File: config.mk
export PLATFORM = sky130hd
export DESIGN_NAME = rc4_stream_cipher
export DESIGN_NICKNAME = d
export VERILOG_FILES = /design/src/rtl/core/rc4_pkg.sv /design/src/rtl/core/rc4_ram.sv /design/src/rtl/core/rc4_ctrl.sv /design/src/rtl/core/rc4_dp.sv /design/src/rtl/core/rc4_stream_cipher.sv
export SDC_FILE = /design/constraint.sdc
export NUM_CORES = 2
export LEC_CHECK = 0
export BUFFER_PORTS_ARGS = -buffer_cell sky130_fd_sc_hd__buf_2
export CELL_PAD_IN_SITES_DETAIL_PLACEMENT = 1
export CELL_PAD_IN_SITES_GLOBAL_PLACEMENT = 2
export CORE_MARGIN = 2
export CORE_UTILIZATION = 55
export DETAILED_ROUTE_END_ITERATION = 16
export PLACE_DENSITY_LB_ADDON = 0.1
export REMOVE_ABC_BUFFERS = 1
export SYNTH_ARGS = -nofsm -noshare
export SYNTH_HDL_FRONTEND = slang
export SYNTH_SLANG_ARGS = --single-unit
export TNS_END_PERCENT = 20
File: constraint.sdc
create_clock -name clk -period 46.7 [get_ports clk]
set_input_delay 2.335 -clock clk [delete_from_list [all_inputs] [get_ports clk]]
set_output_delay 2.335 -clock clk [all_outputs]
set_load 0.005 [all_outputs]
File: src/rtl/core/rc4_pkg.sv
`timescale 1ns / 1ps
`default_nettype none

package rc4_pkg;

  localparam int BYTE_W          = 8;
  localparam int LEN_W           = 9;
  localparam int PERM_DEPTH      = 256;
  localparam int KEY_MAX_LEN_DEF = 256;

  localparam logic [LEN_W-1:0] KEY_LEN_RST = LEN_W'(16);

  localparam logic [1:0] OP_KEY     = 2'd0;
  localparam logic [1:0] OP_RESTART = 2'd1;
  localparam logic [1:0] OP_DATA    = 2'd2;

  // permutation read address select
  localparam logic [1:0] RSEL_NEXT = 2'd0;
  localparam logic [1:0] RSEL_CUR  = 2'd1;
  localparam logic [1:0] RSEL_SUMJ = 2'd2;
  localparam logic [1:0] RSEL_KS   = 2'd3;

  typedef struct packed {
    logic [1:0]        opcode;
    logic [BYTE_W-1:0] key_index;
    logic [BYTE_W-1:0] key_byte;
    logic [BYTE_W-1:0] data_byte;
  } in_item_t;

  typedef struct packed {
    logic [BYTE_W-1:0] cipher_byte;
    logic [BYTE_W-1:0] keystream_byte;
  } out_item_t;

  typedef struct packed {
    logic       key_wr;
    logic       latch_data;
    logic       clr_idx;
    logic       fill;
    logic [1:0] rsel;
    logic       step_j;
    logic       use_key;
    logic       inc_i;
    logic       wr_j;
    logic       wr_i;
    logic       adv_k;
    logic       clr_j;
    logic       load_out;
  } cmd_t;

  typedef struct packed {
    logic i_last;
    logic out_busy;
  } sts_t;

endpackage

`default_nettype wire

File: src/rtl/core/rc4_ram.sv
`timescale 1ns / 1ps
`default_nettype none

module rc4_ram #(
  parameter int WIDTH = 8,
  parameter int DEPTH = 256,
  localparam int AW   = (DEPTH > 1) ? $clog2(DEPTH) : 1
) (
  input  wire logic             clk,
  input  wire logic             wr_en,
  input  wire logic [AW-1:0]    wr_addr,
  input  wire logic [WIDTH-1:0] wr_data,
  input  wire logic [AW-1:0]    rd_addr,
  output logic      [WIDTH-1:0] rd_data
);

  logic [WIDTH-1:0] mem [DEPTH];

  always_ff @(posedge clk) begin
    if (wr_en) begin
      mem[wr_addr] <= wr_data;
    end
    rd_data <= mem[rd_addr];
  end

endmodule

`default_nettype wire

File: src/rtl/core/rc4_ctrl.sv
`timescale 1ns / 1ps
`default_nettype none

module rc4_ctrl
  import rc4_pkg::*;
(
  input  wire logic       clk,
  input  wire logic       rst_n,
  input  wire logic       in_valid,
  input  wire logic [1:0] in_opcode,
  output logic            in_ready,
  input  wire sts_t       sts,
  output cmd_t            cmd
);

  localparam logic [3:0] ST_IDLE = 4'd0;
  localparam logic [3:0] ST_FILL = 4'd1;
  localparam logic [3:0] ST_SA   = 4'd2;
  localparam logic [3:0] ST_SB   = 4'd3;
  localparam logic [3:0] ST_SC   = 4'd4;
  localparam logic [3:0] ST_SD   = 4'd5;
  localparam logic [3:0] ST_RJ   = 4'd6;
  localparam logic [3:0] ST_W1   = 4'd7;
  localparam logic [3:0] ST_W2   = 4'd8;
  localparam logic [3:0] ST_KS   = 4'd9;

  logic [3:0] state_r, state_nxt;
  logic       keyed_r, keyed_nxt;
  logic       accept;

  assign in_ready = (state_r == ST_IDLE);
  assign accept   = in_valid && in_ready;

  always_comb begin
    state_nxt = state_r;
    keyed_nxt = keyed_r;
    cmd       = '0;
    cmd.rsel  = RSEL_NEXT;
    case (state_r)
      ST_IDLE: begin
        if (accept) begin
          case (in_opcode)
            OP_KEY: begin
              cmd.key_wr = 1'b1;
            end
            OP_RESTART: begin
              cmd.clr_idx = 1'b1;
              state_nxt   = ST_FILL;
            end
            OP_DATA: begin
              if (keyed_r) begin
                cmd.latch_data = 1'b1;
                state_nxt      = ST_RJ;
              end
            end
            default: ;
          endcase
        end
      end
      ST_FILL: begin
        cmd.fill = 1'b1;
        if (sts.i_last) begin
          state_nxt = ST_SA;
        end
      end
      ST_SA: begin
        cmd.rsel  = RSEL_CUR;
        state_nxt = ST_SB;
      end
      ST_SB: begin
        cmd.rsel    = RSEL_SUMJ;
        cmd.step_j  = 1'b1;
        cmd.use_key = 1'b1;
        state_nxt   = ST_SC;
      end
      ST_SC: begin
        cmd.wr_j  = 1'b1;
        state_nxt = ST_SD;
      end
      ST_SD: begin
        cmd.wr_i  = 1'b1;
        cmd.inc_i = 1'b1;
        cmd.adv_k = 1'b1;
        if (sts.i_last) begin
          cmd.clr_j = 1'b1;
          keyed_nxt = 1'b1;
          state_nxt = ST_IDLE;
        end else begin
          state_nxt = ST_SA;
        end
      end
      ST_RJ: begin
        cmd.rsel   = RSEL_SUMJ;
        cmd.step_j = 1'b1;
        cmd.inc_i  = 1'b1;
        state_nxt  = ST_W1;
      end
      ST_W1: begin
        cmd.wr_j  = 1'b1;
        state_nxt = ST_W2;
      end
      ST_W2: begin
        cmd.wr_i  = 1'b1;
        cmd.rsel  = RSEL_KS;
        state_nxt = ST_KS;
      end
      ST_KS: begin
        // keep the keystream address on the RAM while the output is stalled
        cmd.rsel = RSEL_KS;
        if (!sts.out_busy) begin
          cmd.load_out = 1'b1;
          state_nxt    = ST_IDLE;
        end
      end
      default: begin
        state_nxt = ST_IDLE;
      end
    endcase
  end

  always_ff @(posedge clk) begin
    if (!rst_n) begin
      state_r <= ST_IDLE;
      keyed_r <= 1'b0;
    end else begin
      state_r <= state_nxt;
      keyed_r <= keyed_nxt;
    end
  end

endmodule

`default_nettype wire

File: src/rtl/core/rc4_dp.sv
`timescale 1ns / 1ps
`default_nettype none

module rc4_dp
  import rc4_pkg::*;
#(
  parameter int KEY_MAX_LEN = KEY_MAX_LEN_DEF,
  localparam int KAW        = (KEY_MAX_LEN > 1) ? $clog2(KEY_MAX_LEN) : 1,
  localparam int PAW        = $clog2(PERM_DEPTH)
) (
  input  wire logic             clk,
  input  wire logic             rst_n,
  input  wire cmd_t             cmd,
  output sts_t                  sts,
  input  wire in_item_t         in_data,
  input  wire logic             cfg_valid,
  input  wire logic [LEN_W-1:0] cfg_data,
  output logic                  out_valid,
  input  wire logic             out_ready,
  output out_item_t             out_data
);

  localparam logic [LEN_W-1:0] KMAX = LEN_W'(KEY_MAX_LEN);

  logic [PAW-1:0]    i_r, i_nxt;
  logic [PAW-1:0]    j_r, j_nxt;
  logic [KAW-1:0]    k_r, k_nxt;
  logic [BYTE_W-1:0] sa_r, sb_r, data_r;
  logic              hit_r;
  logic [LEN_W-1:0]  key_len_r;
  logic              out_valid_r;
  out_item_t         out_data_r;

  logic [BYTE_W-1:0] perm_rd, key_rd, j_sum, t_addr, ks;
  logic [PAW-1:0]    perm_raddr, perm_waddr;
  logic [BYTE_W-1:0] perm_wdata;
  logic              perm_we, key_we, k_last;
  logic [LEN_W-1:0]  len_eff;

  assign j_sum  = j_r + perm_rd + (cmd.use_key ? key_rd : BYTE_W'(0));
  assign t_addr = sa_r + sb_r;
  assign ks     = hit_r ? sb_r : perm_rd;

  always_comb begin
    if (key_len_r == '0) begin
      len_eff = LEN_W'(1);
    end else if (key_len_r > KMAX) begin
      len_eff = KMAX;
    end else begin
      len_eff = key_len_r;
    end
  end

  assign k_last = (LEN_W'(k_r) + LEN_W'(1)) >= len_eff;

  always_comb begin
    case (cmd.rsel)
      RSEL_NEXT: perm_raddr = i_r + PAW'(1);
      RSEL_CUR:  perm_raddr = i_r;
      RSEL_SUMJ: perm_raddr = j_sum;
      RSEL_KS:   perm_raddr = t_addr;
      default:   perm_raddr = i_r;
    endcase
  end

  assign perm_we = cmd.fill || cmd.wr_j || cmd.wr_i;

  always_comb begin
    if (cmd.fill) begin
      perm_waddr = i_r;
      perm_wdata = i_r;
    end else if (cmd.wr_j) begin
      perm_waddr = j_r;
      perm_wdata = sa_r;
    end else begin
      perm_waddr = i_r;
      perm_wdata = sb_r;
    end
  end

  assign key_we = cmd.key_wr && (LEN_W'(in_data.key_index) < KMAX);

  rc4_ram #(
    .WIDTH (BYTE_W),
    .DEPTH (PERM_DEPTH)
  ) u_perm_ram (
    .clk     (clk),
    .wr_en   (perm_we),
    .wr_addr (perm_waddr),
    .wr_data (perm_wdata),
    .rd_addr (perm_raddr),
    .rd_data (perm_rd)
  );

  rc4_ram #(
    .WIDTH (BYTE_W),
    .DEPTH (KEY_MAX_LEN)
  ) u_key_ram (
    .clk     (clk),
    .wr_en   (key_we),
    .wr_addr (in_data.key_index[KAW-1:0]),
    .wr_data (in_data.key_byte),
    .rd_addr (k_r),
    .rd_data (key_rd)
  );

  always_comb begin
    i_nxt = i_r;
    j_nxt = j_r;
    k_nxt = k_r;
    if (cmd.clr_idx) begin
      i_nxt = '0;
      j_nxt = '0;
      k_nxt = '0;
    end else begin
      if (cmd.fill || cmd.inc_i) begin
        i_nxt = i_r + PAW'(1);
      end
      if (cmd.clr_j) begin
        j_nxt = '0;
      end else if (cmd.step_j) begin
        j_nxt = j_sum;
      end
      if (cmd.adv_k) begin
        k_nxt = k_last ? '0 : k_r + KAW'(1);
      end
    end
  end

  always_ff @(posedge clk) begin
    if (!rst_n) begin
      i_r         <= '0;
      j_r         <= '0;
      k_r         <= '0;
      key_len_r   <= KEY_LEN_RST;
      out_valid_r <= 1'b0;
    end else begin
      i_r <= i_nxt;
      j_r <= j_nxt;
      k_r <= k_nxt;
      if (cfg_valid) begin
        key_len_r <= cfg_data;
      end
      if (cmd.load_out) begin
        out_valid_r <= 1'b1;
      end else if (out_ready) begin
        out_valid_r <= 1'b0;
      end
    end
  end

  always_ff @(posedge clk) begin
    if (cmd.latch_data) begin
      data_r <= in_data.data_byte;
    end
    if (cmd.step_j) begin
      sa_r <= perm_rd;
    end
    if (cmd.wr_j) begin
      sb_r <= perm_rd;
    end
    if (cmd.wr_i) begin
      hit_r <= (t_addr == i_r);
    end
    if (cmd.load_out) begin
      out_data_r.cipher_byte    <= data_r ^ ks;
      out_data_r.keystream_byte <= ks;
    end
  end

  assign sts.i_last   = (i_r == PAW'(PERM_DEPTH - 1));
  assign sts.out_busy = out_valid_r && !out_ready;
  assign out_valid    = out_valid_r;
  assign out_data     = out_data_r;

endmodule

`default_nettype wire

File: src/rtl/core/rc4_stream_cipher.sv
// Data byte: via RJ, W1, W2, KS to the output register; KS waits while the output stalls.
//   One data byte at a time, set by the single read and write port of the permutation RAM
//   (read i, read j, two writes). Key write: stays idle. Restart: busy for fill and schedule.
// Output register lets a finished result wait while the next transaction is taken.
// Reset (sync, active low): not keyed, indices zero, key_length 16; RAMs not cleared.
`timescale 1ns / 1ps
`default_nettype none

module rc4_stream_cipher
  import rc4_pkg::*;
#(
  parameter int KEY_MAX_LEN = KEY_MAX_LEN_DEF
) (
  input  wire logic             clk,
  input  wire logic             rst_n,
  input  wire logic             in_valid,
  output logic                  in_ready,
  input  wire in_item_t         in_data,
  output logic                  out_valid,
  input  wire logic             out_ready,
  output out_item_t             out_data,
  input  wire logic             cfg_valid,
  output logic                  cfg_ready,
  input  wire logic [LEN_W-1:0] cfg_data
);

  cmd_t cmd;
  sts_t sts;

  assign cfg_ready = 1'b1;

  rc4_ctrl u_ctrl (
    .clk       (clk),
    .rst_n     (rst_n),
    .in_valid  (in_valid),
    .in_opcode (in_data.opcode),
    .in_ready  (in_ready),
    .sts       (sts),
    .cmd       (cmd)
  );

  rc4_dp #(
    .KEY_MAX_LEN (KEY_MAX_LEN)
  ) u_dp (
    .clk       (clk),
    .rst_n     (rst_n),
    .cmd       (cmd),
    .sts       (sts),
    .in_data   (in_data),
    .cfg_valid (cfg_valid),
    .cfg_data  (cfg_data),
    .out_valid (out_valid),
    .out_ready (out_ready),
    .out_data  (out_data)
  );

endmodule

`default_nettype wire

==> qor.yml <==
finalInstanceArea_um2: 182000
layout_common_cells: "sky130_fd_sc_hd__edfxtp_1, sky130_fd_sc_hd__mux4_2, sky130_fd_sc_hd__nor2_1"
wire_per_inst_um: 35.5
max-vdd-ir-drop_uv: 38.2
post_synth_and_or_nand_nor_area_fraction_pct: 3.96
chipWidth_um: 549
synth_largest_type_area_fraction_pct: 75.9
timing.final.crit_share_pct: 17.5
synth_top_family_by_area: "multiplexers"
timing.max_cap.violations: 0
power_switching_mw: 2.36
worst_pin_slew_ns: 1.28
worst_skew_pair.late_latency_ns: 0.98
fmax_ghz: 0.122
sequential_to_total_area_share_from_yosys_stat_pct: 76.6
place_worst_setup_slack_ns: 38.62
totalWireLength_um: 428000
clock_tree.buffer_depth: 4
clock_tree.root_cell: "sky130_fd_sc_hd__clkbuf_16"
cpPeakStageDelay_ns: 0.83
placementRows: 200
criticalPathCategory: "reg2reg"
run_status: "finished, final reports clean"
setup_total_negative_slack_ns: 0
cts.repair_timing.setup_buffer_count: 0
numPortBuffers: 57
hpwl_after_dpl_um: 252000
leakage_nw: 54.6
vias: 79200
floorplan.io_pins: 59
syn-instance-count: 7621
numClockSinks: 4192
cellPowerDensity_nw_per_um2: 50.3
antenna_found_initial: 24
synth_top_cell_by_area: "sky130_fd_sc_hd__edfxtp_1"
start_util_pct: 55.2
synth_top_cells_by_area: "sky130_fd_sc_hd__edfxtp_1, sky130_fd_sc_hd__mux4_2, sky130_fd_sc_hd__nand3_1, sky130_fd_sc_hd__nor2_1, sky130_fd_sc_hd__clkbuf_1"
timing.final.max_slew_violations: 0
synth.mux.area_fraction_pct: 16.5
post_cts_resize_count: 0
synth_ff_type: "sky130_fd_sc_hd__edfxtp_1"
post_place_instance_area_um2: 168000
worst_slack_ns: 38.52
skew_ns: 0.0526
crit_chain: "inv_1 > nor4_2 > and2_1 > fa_1 > ha_1 > a221o_4 > buf_4 > buf_4 > buf_4 > mux4_2 > nand3_1 > nand4_1 > a22oi_1 > a211oi_1 > or4_1"
fin_util_pct: 61.4
synth_warnings: 0
critPathMostFrequentCell: "sky130_fd_sc_hd__buf_4"
cts_htree_levels: 5
layout_min_cycle_time_ns: 8.18
coreArea_um2: 297000
cp-start-kind: "flop"
maxSlewHeadroom_pct: 14.2
power.combinational.fraction_pct: 15.2
cts_tree: "done"
detailed_route_vias_per_instance: 6.57
yosysUniqueCellTypes: 64
rsz0062_at_grt: "false"
cts_inserted_buffers: 421
firstDrtPassIters: 6
timing.critical_path.to_type: "flop"
cts_hold_buf: 0
postSynthRegisterBits: 4192
antenna_left: 0
design.die.area_um2: 302000
crit_fanout: 60
synth_enable_flop_cells: 4137
ys_async_sr_fraction_pct: 0
grt_first_pass_wirelength_um: 620000
pwr-share-clk_pct: 37.0
nFillCells: 23900
layout_commonest_cell: "sky130_fd_sc_hd__edfxtp_1"
critPathRequiredTime_ns: 47.56
hold_viol_final: 0
drive_above_1_share_pct: 25.3
drt_iter0_drc: 8393
vias_in_the_first_global_route: 83300
globalplace.congestion: 0.821
post_synth_xor_area_fraction_pct: 0.252
detail_route.drc_violations: 0
sw_frac_of_total_pct: 25.8
share_of_synthesized_cell_area_in_full_adder_half_adder_and_majority_cells_pct: 0.317
timing.hold.worst.class: "reg2reg"
gr-usage-all-layers_pct: 28.7
setup_viols_final: 0
synth_area_um2: 164000
clkTransAtPathRegs_ns: 0.06
globalRoute.totalOverflow: 0
sequentialPowerShare_pct: 47.8
cp.arrival_ns: 9.03
die-height_um: 549
syn_to_final_growth_pct: 11.2
syn-mean-instance-area_um2: 21.5
design.final.nets: 7830
grt_max_degree: 162
synth_compound_area_share_pct: 1.07
timing.critical_path.slowest_stage_cell: "sky130_fd_sc_hd__buf_4"
internal_power_mw: 6.79
==> power groups by stage <==
stage | logic, mW | clock network, mW | registers (mW)
2_1_floorplan | 2.17 | 0 | 4.51
3_3_place_gp | 1.38 | 0 | 4.45
3_5_place_dp | 1.41 | 0 | 4.45
4_1_cts | 1.41 | 3.43 | 4.37
5_1_grt | 1.48 | 3.56 | 4.37
6_report | 1.39 | 3.39 | 4.37
==> synth_stat cells, types with 48 or more instances <==
library cell               number
sky130_fd_sc_hd__buf_2         48
sky130_fd_sc_hd__nand2_1      127
sky130_fd_sc_hd__buf_1         78
sky130_fd_sc_hd__clkbuf_1     330
sky130_fd_sc_hd__and3_1        57
sky130_fd_sc_hd__a22oi_1       99
sky130_fd_sc_hd__nor2_1       564
sky130_fd_sc_hd__nand3_1      430
sky130_fd_sc_hd__nand4_1       98
sky130_fd_sc_hd__edfxtp_1    4137
sky130_fd_sc_hd__mux4_2      1192
sky130_fd_sc_hd__dfxtp_1       55
==> sequential cells by signal, summed over array words and instances, names as in the netlist, 4 cells and up <==
signal and flops:
u_dp.sb_r 8, u_dp.data_r 8, u_dp.u_perm_ram.rd_data 8, u_dp.k_r 8, u_ctrl.state_r 4, u_dp.sa_r 8, u_dp.j_r 8, u_dp.i_r 8
u_dp.key_len_r 9, u_dp.u_key_ram.rd_data 8, u_dp.u_key_ram.mem 2048, u_dp.u_perm_ram.mem 2048, u_dp.out_data 16
==> routing by layer <==
layer,global-route usage [%],share of wire (%),vias to the layer above
met2,46.8,50,3120
met1,40.4,40,43200
li1,-,-,32200
met3,4.24,6.6,634
met5,0,0.015,-
met4,9.55,3.5,10
==> through the flow <==
| stage | power (mW) | cells | hold slack, ns |
|---|---|---|---|
| 3_5_place_dp | 5.86 | 11300 | 0.491 |
| 4_1_cts | 9.21 | 12000 | 0.506 |
| 3_3_place_gp | 5.83 | 11300 | 0.476 |
| 6_report | 9.15 | 12100 | 0.508 |
| 2_1_floorplan | 6.68 | 7140 | 0.426 |
| 5_1_grt | 9.41 | 12000 | 0.530 |
==> cell families (layout without fill, tap and decap cells) <==
family | after synthesis | in the layout
adders and majority gates | 36 | 36
muxes | 1209 | 1209
xor gates and xnor gates | 47 | 47
and+or+nand+nor | 1385 | 1385
other | 1 | 10
AOI/OAI and AO/OA | 243 | 243
buffers and inverters | 508 | 993
DFF | 4192 | 4192
==> path summary, 6_finish.rpt <==
kind,end,depth (start not counted),slack [ns],start
worst min-delay path,u_ctrl.keyed_r,1,0.51,u_ctrl.keyed_r
worst min register to register,u_ctrl.keyed_r,1,0.51,u_ctrl.keyed_r
worst max-delay path,u_dp.u_perm_ram.rd_data[3],15,38.52,u_ctrl.state_r[0]
worst max register to register,u_dp.u_perm_ram.rd_data[3],15,38.52,u_ctrl.state_r[0]
==> critical path: cells and delay by family (launching register included) <==
| kind | cells | cell delay (ns) |
|---|---|---|
| and+or+nand+nor | 5 | 1.74 |
| buffers and inverters | 4 | 2.65 |
| DFF | 1 | 0.69 |
| adders and majority gates | 2 | 0.77 |
| muxes | 1 | 0.42 |
| AOI/OAI and AO/OA | 3 | 1.54 |
==> area by class of cell <==
type | count | area (µm²) | share of cell area (%)
Inverter | 27 | 101 | 0.0557
Sequential cell | 4192 | 125000 | 68.9
Timing Repair Buffer | 191 | 1450 | 0.795
Multi-Input combinational cell | 2921 | 36400 | 20.0
Tap cell | 3939 | 4930 | 2.71
Clock buffer | 518 | 11000 | 6.06
Antenna cell | 9 | 22.5 | 0.0124
Clock inverter | 257 | 2680 | 1.47
Power figures use the tool's default switching activity.
